File: config.mk
export PLATFORM = sky130hd
export DESIGN_NAME = ws2812_pixel_pulse_encoder
export DESIGN_NICKNAME = d
export VERILOG_FILES = /design/src/design/wpe_pkg.sv /design/src/design/ws2812_pixel_pulse_encoder.sv /design/src/design/wpe_cfg.sv /design/src/design/wpe_scale.sv /design/src/design/wpe_serializer.sv
export SDC_FILE = /design/constraint.sdc
export NUM_CORES = 1
export LEC_CHECK = 0
export BUFFER_PORTS_ARGS = -buffer_cell sky130_fd_sc_hd__buf_2
export CAP_MARGIN = 20
export CELL_PAD_IN_SITES_DETAIL_PLACEMENT = 1
export CELL_PAD_IN_SITES_GLOBAL_PLACEMENT = 1
export CORE_MARGIN = 1.5
export CORE_UTILIZATION = 52
export CTS_BUF_LIST = sky130_fd_sc_hd__clkbuf_4 sky130_fd_sc_hd__clkbuf_8
export CTS_CLUSTER_DIAMETER = 40
export DETAILED_ROUTE_END_ITERATION = 16
export PLACE_DENSITY = 0.83
export REMOVE_ABC_BUFFERS = 1
export SYNTH_ARGS = -nofsm -noshare
export SYNTH_HDL_FRONTEND = slang
export SYNTH_SLANG_ARGS = --single-unit
File: constraint.sdc
create_clock -name i_clk -period 6.2 [get_ports i_clk]
set_input_delay 0.62 -clock i_clk [delete_from_list [all_inputs] [get_ports i_clk]]
set_output_delay 0.62 -clock i_clk [all_outputs]
set_load 0.02 [all_outputs]
File: src/design/wpe_pkg.sv
package wpe_pkg;

    localparam int CH_BITS    = 8;
    localparam int NUM_CH     = 3;
    localparam int TICKS_W    = 15;
    localparam int PCT_W      = 7;
    localparam int CFG_IDX_W  = 3;
    localparam int CFG_DATA_W = TICKS_W;
    localparam int PROD_W     = CH_BITS + PCT_W;

    // x / 100 == (x * 5243) >> 19, exact for x < 43690 (x here stays below 25501)
    localparam int DIV_MUL_W  = 13;
    localparam logic [DIV_MUL_W-1:0] DIV_MUL = 13'd5243;
    localparam int DIV_SHIFT  = 19;

    localparam logic [PCT_W-1:0] PERCENT_FULL = 7'd100;

    localparam logic [PCT_W-1:0]   RST_BRIGHT    = 7'd50;
    localparam logic [TICKS_W-1:0] RST_ZERO_HIGH = 15'd14;
    localparam logic [TICKS_W-1:0] RST_ZERO_LOW  = 15'd34;
    localparam logic [TICKS_W-1:0] RST_ONE_HIGH  = 15'd34;
    localparam logic [TICKS_W-1:0] RST_ONE_LOW   = 15'd14;

    localparam logic [CFG_IDX_W-1:0] REG_BRIGHT    = 3'd0;
    localparam logic [CFG_IDX_W-1:0] REG_ZERO_HIGH = 3'd1;
    localparam logic [CFG_IDX_W-1:0] REG_ZERO_LOW  = 3'd2;
    localparam logic [CFG_IDX_W-1:0] REG_ONE_HIGH  = 3'd3;
    localparam logic [CFG_IDX_W-1:0] REG_ONE_LOW   = 3'd4;

    typedef struct packed {
        logic [CH_BITS-1:0] red;
        logic [CH_BITS-1:0] green;
        logic [CH_BITS-1:0] blue;
    } t_pixel;

    typedef struct packed {
        logic [TICKS_W-1:0] high_ticks;
        logic [TICKS_W-1:0] low_ticks;
        logic               bit_value;
        logic               last_pulse;
    } t_pulse;

    typedef struct packed {
        logic [PCT_W-1:0]   brightness;
        logic [TICKS_W-1:0] zero_high;
        logic [TICKS_W-1:0] zero_low;
        logic [TICKS_W-1:0] one_high;
        logic [TICKS_W-1:0] one_low;
    } t_cfg;

endpackage

File: src/design/ws2812_pixel_pulse_encoder.sv
// Path: an accepted pixel beat passes the input register, the brightness multiply register
// and the shift register load before its first pulse beat is valid.
// Throughput: 24 pulse beats per pixel, one per cycle while the receiver is ready; the shift
// register reloads in the cycle its last pulse is taken, so pixels stream with no gap.
// Reset: synchronous active low; clears all valid state and restores brightness 50
// and timing 14/34 (zero bit) and 34/14 (one bit).
module ws2812_pixel_pulse_encoder
    import wpe_pkg::*;
#(
    parameter int CHANNEL_BITS = CH_BITS
) (
    input  logic                  i_clk,
    input  logic                  i_rst_n,
    input  logic                  i_pix_valid,
    output logic                  o_pix_ready,
    input  t_pixel                i_pixel,
    output logic                  o_pulse_valid,
    input  logic                  i_pulse_ready,
    output t_pulse                o_pulse,
    input  logic                  i_cfg_we,
    input  logic [CFG_IDX_W-1:0]  i_cfg_idx,
    input  logic [CFG_DATA_W-1:0] i_cfg_data
);

    t_cfg                          cfg;
    logic                          word_valid;
    logic                          word_ready;
    logic [NUM_CH*CHANNEL_BITS-1:0] word;

    wpe_cfg u_cfg (
        .i_clk      (i_clk),
        .i_rst_n    (i_rst_n),
        .i_cfg_we   (i_cfg_we),
        .i_cfg_idx  (i_cfg_idx),
        .i_cfg_data (i_cfg_data),
        .o_cfg      (cfg)
    );

    wpe_scale #(.CHANNEL_BITS(CHANNEL_BITS)) u_scale (
        .i_clk        (i_clk),
        .i_rst_n      (i_rst_n),
        .i_valid      (i_pix_valid),
        .o_ready      (o_pix_ready),
        .i_pixel      (i_pixel),
        .i_brightness (cfg.brightness),
        .o_valid      (word_valid),
        .i_ready      (word_ready),
        .o_word       (word)
    );

    wpe_serializer #(.CHANNEL_BITS(CHANNEL_BITS)) u_ser (
        .i_clk   (i_clk),
        .i_rst_n (i_rst_n),
        .i_valid (word_valid),
        .o_ready (word_ready),
        .i_word  (word),
        .i_cfg   (cfg),
        .o_valid (o_pulse_valid),
        .i_ready (i_pulse_ready),
        .o_pulse (o_pulse)
    );

endmodule

File: src/design/wpe_cfg.sv
module wpe_cfg
    import wpe_pkg::*;
(
    input  logic                  i_clk,
    input  logic                  i_rst_n,
    input  logic                  i_cfg_we,
    input  logic [CFG_IDX_W-1:0]  i_cfg_idx,
    input  logic [CFG_DATA_W-1:0] i_cfg_data,
    output t_cfg                  o_cfg
);

    t_cfg             r_cfg;
    t_cfg             n_cfg;
    logic [PCT_W-1:0] pct;

    assign pct = i_cfg_data[PCT_W-1:0];

    always_comb begin
        n_cfg = r_cfg;
        if (i_cfg_we) begin
            case (i_cfg_idx)
                REG_BRIGHT:    n_cfg.brightness = (pct > PERCENT_FULL) ? PERCENT_FULL : pct;
                REG_ZERO_HIGH: n_cfg.zero_high  = i_cfg_data[TICKS_W-1:0];
                REG_ZERO_LOW:  n_cfg.zero_low   = i_cfg_data[TICKS_W-1:0];
                REG_ONE_HIGH:  n_cfg.one_high   = i_cfg_data[TICKS_W-1:0];
                REG_ONE_LOW:   n_cfg.one_low    = i_cfg_data[TICKS_W-1:0];
                default:       n_cfg = r_cfg;
            endcase
        end
    end

    always_ff @(posedge i_clk) begin
        if (!i_rst_n) begin
            r_cfg.brightness <= RST_BRIGHT;
            r_cfg.zero_high  <= RST_ZERO_HIGH;
            r_cfg.zero_low   <= RST_ZERO_LOW;
            r_cfg.one_high   <= RST_ONE_HIGH;
            r_cfg.one_low    <= RST_ONE_LOW;
        end else begin
            r_cfg <= n_cfg;
        end
    end

    assign o_cfg = r_cfg;

endmodule

File: src/design/wpe_scale.sv
module wpe_scale
    import wpe_pkg::*;
#(
    parameter int CHANNEL_BITS = CH_BITS
) (
    input  logic                      i_clk,
    input  logic                      i_rst_n,
    input  logic                      i_valid,
    output logic                      o_ready,
    input  t_pixel                    i_pixel,
    input  logic [PCT_W-1:0]          i_brightness,
    output logic                      o_valid,
    input  logic                      i_ready,
    output logic [NUM_CH*CHANNEL_BITS-1:0] o_word
);

    localparam int PW = CHANNEL_BITS + PCT_W;
    localparam int QW = PW + DIV_MUL_W;

    logic         r_v1;
    t_pixel       r_pix;
    logic         r_v2;
    logic [PW-1:0] r_prod [NUM_CH];
    logic         adv1;
    logic         adv2;
    logic [CHANNEL_BITS-1:0] chan [NUM_CH];
    logic [QW-1:0]           quot [NUM_CH];

    assign adv2    = !r_v2 || i_ready;
    assign adv1    = !r_v1 || adv2;
    assign o_ready = adv1;

    // wire order: green, red, blue
    assign chan[0] = r_pix.green;
    assign chan[1] = r_pix.red;
    assign chan[2] = r_pix.blue;

    always_ff @(posedge i_clk) begin
        if (!i_rst_n) begin
            r_v1 <= 1'b0;
            r_v2 <= 1'b0;
        end else begin
            if (adv1) r_v1 <= i_valid;
            if (adv2) r_v2 <= r_v1;
        end
    end

    always_ff @(posedge i_clk) begin
        if (adv1 && i_valid) r_pix <= i_pixel;
        if (adv2 && r_v1) begin
            for (int c = 0; c < NUM_CH; c++) begin
                r_prod[c] <= PW'(chan[c]) * PW'(i_brightness);
            end
        end
    end

    // divide by one hundred through the reciprocal
    always_comb begin
        for (int c = 0; c < NUM_CH; c++) begin
            quot[c] = (QW'(r_prod[c]) * QW'(DIV_MUL)) >> DIV_SHIFT;
            o_word[(NUM_CH-1-c)*CHANNEL_BITS +: CHANNEL_BITS] = quot[c][CHANNEL_BITS-1:0];
        end
    end

    assign o_valid = r_v2;

endmodule

File: src/design/wpe_serializer.sv
module wpe_serializer
    import wpe_pkg::*;
#(
    parameter int CHANNEL_BITS = CH_BITS
) (
    input  logic                          i_clk,
    input  logic                          i_rst_n,
    input  logic                          i_valid,
    output logic                          o_ready,
    input  logic [NUM_CH*CHANNEL_BITS-1:0] i_word,
    input  t_cfg                          i_cfg,
    output logic                          o_valid,
    input  logic                          i_ready,
    output t_pulse                        o_pulse
);

    localparam int WORD_W = NUM_CH * CHANNEL_BITS;
    localparam int CNT_W  = $clog2(WORD_W);
    localparam logic [CNT_W-1:0] LAST = CNT_W'(WORD_W - 1);

    logic              r_busy;
    logic [WORD_W-1:0] r_word;
    logic [CNT_W-1:0]  r_cnt;
    logic              is_last;
    logic              take;
    logic              load;
    logic              cur_bit;

    assign is_last = (r_cnt == LAST);
    assign take    = r_busy && i_ready;
    assign o_ready = !r_busy || (i_ready && is_last);
    assign load    = o_ready && i_valid;

    always_ff @(posedge i_clk) begin
        if (!i_rst_n) begin
            r_busy <= 1'b0;
            r_cnt  <= '0;
        end else if (load) begin
            r_busy <= 1'b1;
            r_cnt  <= '0;
        end else if (take) begin
            if (is_last) r_busy <= 1'b0;
            r_cnt <= r_cnt + CNT_W'(1);
        end
    end

    // shift MSB first
    always_ff @(posedge i_clk) begin
        if (load) r_word <= i_word;
        else if (take) r_word <= {r_word[WORD_W-2:0], 1'b0};
    end

    assign cur_bit = r_word[WORD_W-1];

    assign o_valid            = r_busy;
    assign o_pulse.bit_value  = cur_bit;
    assign o_pulse.last_pulse = is_last;
    assign o_pulse.high_ticks = cur_bit ? i_cfg.one_high : i_cfg.zero_high;
    assign o_pulse.low_ticks  = cur_bit ? i_cfg.one_low  : i_cfg.zero_low;

endmodule

==> summary.md <==
| Metric | Value |
|---|---|
| Outcome | `completed` |
| Final ANT Viol Nets | `0` |
| Sum of negative setup slack | `0 ns` |
| Max-slew violation count | `0` |
| Launch instance of the worst min-delay path | `i_pixel[15]` |
| Startpoint-to-endpoint class of the critical path | `register to register` |
| Placed wire-length estimate | `44.9 mm` |
| Data arrival time at the worst-slack endpoint | `5.90 ns` |
| Chip width | `208 um` |
| Number of instances resized during post-cts repair | `0` |
| Headroom to the max-slew limit | `27.4%` |
| F_max | `0.181 GHz` |
| Ratio of final minimum period to clock period | `89.3%` |
| Overflow left after global routing | `0` |
| Most repeated cell in the gate-level netlist after synthesis | `inv_1` |
| Via count of the first global-routing pass | `17900` |
| Overall via count from detail_route | `15300` |
| Fin Clk Skew | `0.0328 ns` |
| Post-synth top flop | `edfxtp_1` |
| Clock buffer count from CTS | `17` |
| Number of vias per cell after detailed routing | `5.43` |
| Average size of a mapped cell | `9.89 sq um` |
| Number of cells traversed by the worst register-to-register path | `18` |
| RSZ-0062 raised after global routing | `false` |
| Number of cells traversed by the worst hold path | `1` |
| Number of antenna violations at the first check in global routing | `2` |
| Wire length of the first global-routing pass | `90.9 mm` |
| Drt initial violations | `577` |
| Worst Tran Pin Value | `1.09 ns` |
| Beginning of the critical path | `u_scale.r_prod[0][27]` |
| Aggregate global-route resource usage | `26.8%` |
| Post-synthesis cell area | `21800 sq um` |
| Dominant cell type by area after synthesis | `fa_1` |
| Insertion delay to the later sink of the worst-skew pair | `0.57 ns` |
| Crit path required time | `6.56 ns` |
| Kind of end point of the critical path | `register` |
| Largest net degree at the start of global routing | `72` |
| Average detailed-routed wire length per instance | `19.2 um` |
| Boundary Pins | `81` |
| EDFF count, synth | `93` |
| Net count of the finished layout | `3003` |
| Most frequent cells after synthesis | `inv_1, ha_1, fa_1` |
| Count of different cell masters after synthesis | `65` |
| Setup Fix Bufs, Post-CTS | `0` |
| Area Overhead vs Synth | `6.86%` |
| Yosys warns | `0` |
| CTS tree | `done` |
| Final wirelength | `54.2 mm` |
| Fraction of final layout cells with drive strength greater than 1 | `7.66%` |
| Effective utilization at floorplan | `53.1%` |
| Final setup violating endpoints | `0` |
| Clock-pin slew on the worst setup and hold paths | `0.12 ns` |
| Min-Delay Path Class | `primary input to register` |
| Quantity of I/O buffers inserted on ports | `80` |
| Core footprint | `41100 sq um` |
| Maximum capacitance violations | `0` |
| Num Clock Sinks | `168` |
| GP Congestion | `0.833` |
| Number of standard-cell rows in the floorplan | `74` |
| Largest buffer count on any clock path | `2` |
| Ordered list of cells on the worst path | `fa_1 > ha_1 > inv_1 > fa_1 > inv_1 > fa_1 > inv_1 > fa_1 > inv_1 > ha_1 > and3_1 > a21oi_1 > o21ai_1 > o31a_1 > o2111a_1 > o31ai_1 > nand4b_1 > o311ai_0` |
| Share of synthesized area occupied by flip-flops and latches | `19.7%` |
| Crit Path Max Fanout | `7` |
| Category of the worst setup path launch point | `register` |
| Biggest cell delay along the critical path | `0.63 ns` |
| Non-filler instance count after layout | `2817` |
| Area share of the largest cell type after synthesis | `26.7%` |
| Cell types occupying the most area after synthesis | `fa_1, ha_1, edfxtp_1` |
| Router iterations before antenna repair | `5` |
| Count of unresolved DRC violations after routing | `0` |
| Htree depth | `4` |
| Die Area | `43200 sq um` |
| # hold bufs at CTS | `0` |
| R2R Path Start | `u_scale.r_prod[0][27]` |
| Async set-or-reset flop fraction in the synthesized netlist | `0%` |
| Placed Instances | `2782` |
| Min cycle time layout | `5.54 ns` |
| Number of storage elements in the synthesis netlist | `168` |
| Worst-case register-to-register setup slack | `0.66 ns` |
| Number of endpoints with negative hold slack in the final report | `0` |
| Cell count after synthesis | `2206` |
| Die Y | `208 um` |
| Cell at the slowest stage of the critical path | `edfxtp_1` |
| Clk Tree Root Cell | `clkbuf_8` |
## final timing paths
path,end
hold / removal,u_scale.chan[23]
setup / recovery,u_ser.r_word[14]
hold reg to reg,u_cfg.o_cfg[58]
setup reg to reg,u_ser.r_word[14]
## stage by stage
stage | hold WS, ns | worst slack (ns) | area (sq um) | util (%)
global route | 0.188 | 0.467 | 23300 | 56.7
CTS | 0.167 | 0.668 | 23300 | 56.6
finish | 0.213 | 0.661 | 23300 | 56.7
global placement | 0.447 | 0.895 | 22800 | 55.5
floorplan | 0.433 | 1.15 | 21600 | -
detailed placement | 0.461 | 0.703 | 22800 | 55.5
## placed cells by master, fill, tap and decap left out, drive strengths merged, types with 6 or more instances in the layout
cell type	n
nor3	16
a31oi	6
or3	6
and3	7
clkbuf	17
nor2	32
a21oi	39
ha	394
fa	291
o21ai	41
edfxtp	93
o21a	14
buf	91
nand2	273
mux2	30
nand3	42
inv	505
or2	9
o31ai	6
nand4	6
xnor2	52
a21boi	56
xor2	14
dfxtp	75
a21o	17
nor2b	11
and2	76
## layout make-up
type | count | area (sq um)
inverter | 497 | 1870
timing repair buffer | 91 | 515
clock buffer | 17 | 234
tap | 532 | 666
fill | 4636 | 17800
clock inverter | 15 | 226
multi-input combinational | 1496 | 15500
antenna | 1 | 2.50
sequential | 168 | 4290
## routing by layer
metal,GRT usage (%),vias up,share of wire [%]
met4,8.46,0,2.4
li1,-,7152,-
met1,32.5,7783,43
met2,49.1,268,52
met5,0,-,0
met3,3.36,105,3.0
## flip-flops by register name, indices dropped and copies added, names as in the netlist
register         cells
u_cfg.o_cfg         67
u_scale.r_prod      45
u_scale.chan        24
u_ser.r_word        24
u_ser.r_cnt          5
u_scale.o_valid      1
u_scale.r_v1         1
u_ser.o_valid        1
## kinds of logic (layout without fill, tap and decap cells)
| kind of cell | count (synthesis) | count (layout) | share of synthesized area [%] |
|---|---|---|---|
| adders and majority gates | 685 | 685 | 49.3 |
| xor gates and xnor gates | 66 | 66 | 2.65 |
| and+or+nand+nor | 494 | 494 | 10.4 |
| muxes | 30 | 30 | 1.55 |
| AOI/OAI and AO/OA | 221 | 221 | 7.05 |
| buffers and inverters | 542 | 620 | 9.37 |
| DFF | 168 | 168 | 19.7 |
| other | 0 | 1 | 0 |
## worst max-delay path: cells and delay by family (launching register included)
family / cells / cell delay [ns]
AO/OA/AOI/OAI: 6 / 1.54
adder cells (fa/ha/maj): 6 / 2.58
buffers and inverters: 4 / 0.20
flip-flops: 1 / 0.63
AND/OR/NAND/NOR: 2 / 0.39
Power is left out: the tool's default activity adds up to more than one toggle a clock period on the data nets, which glitch-free logic cannot reach.
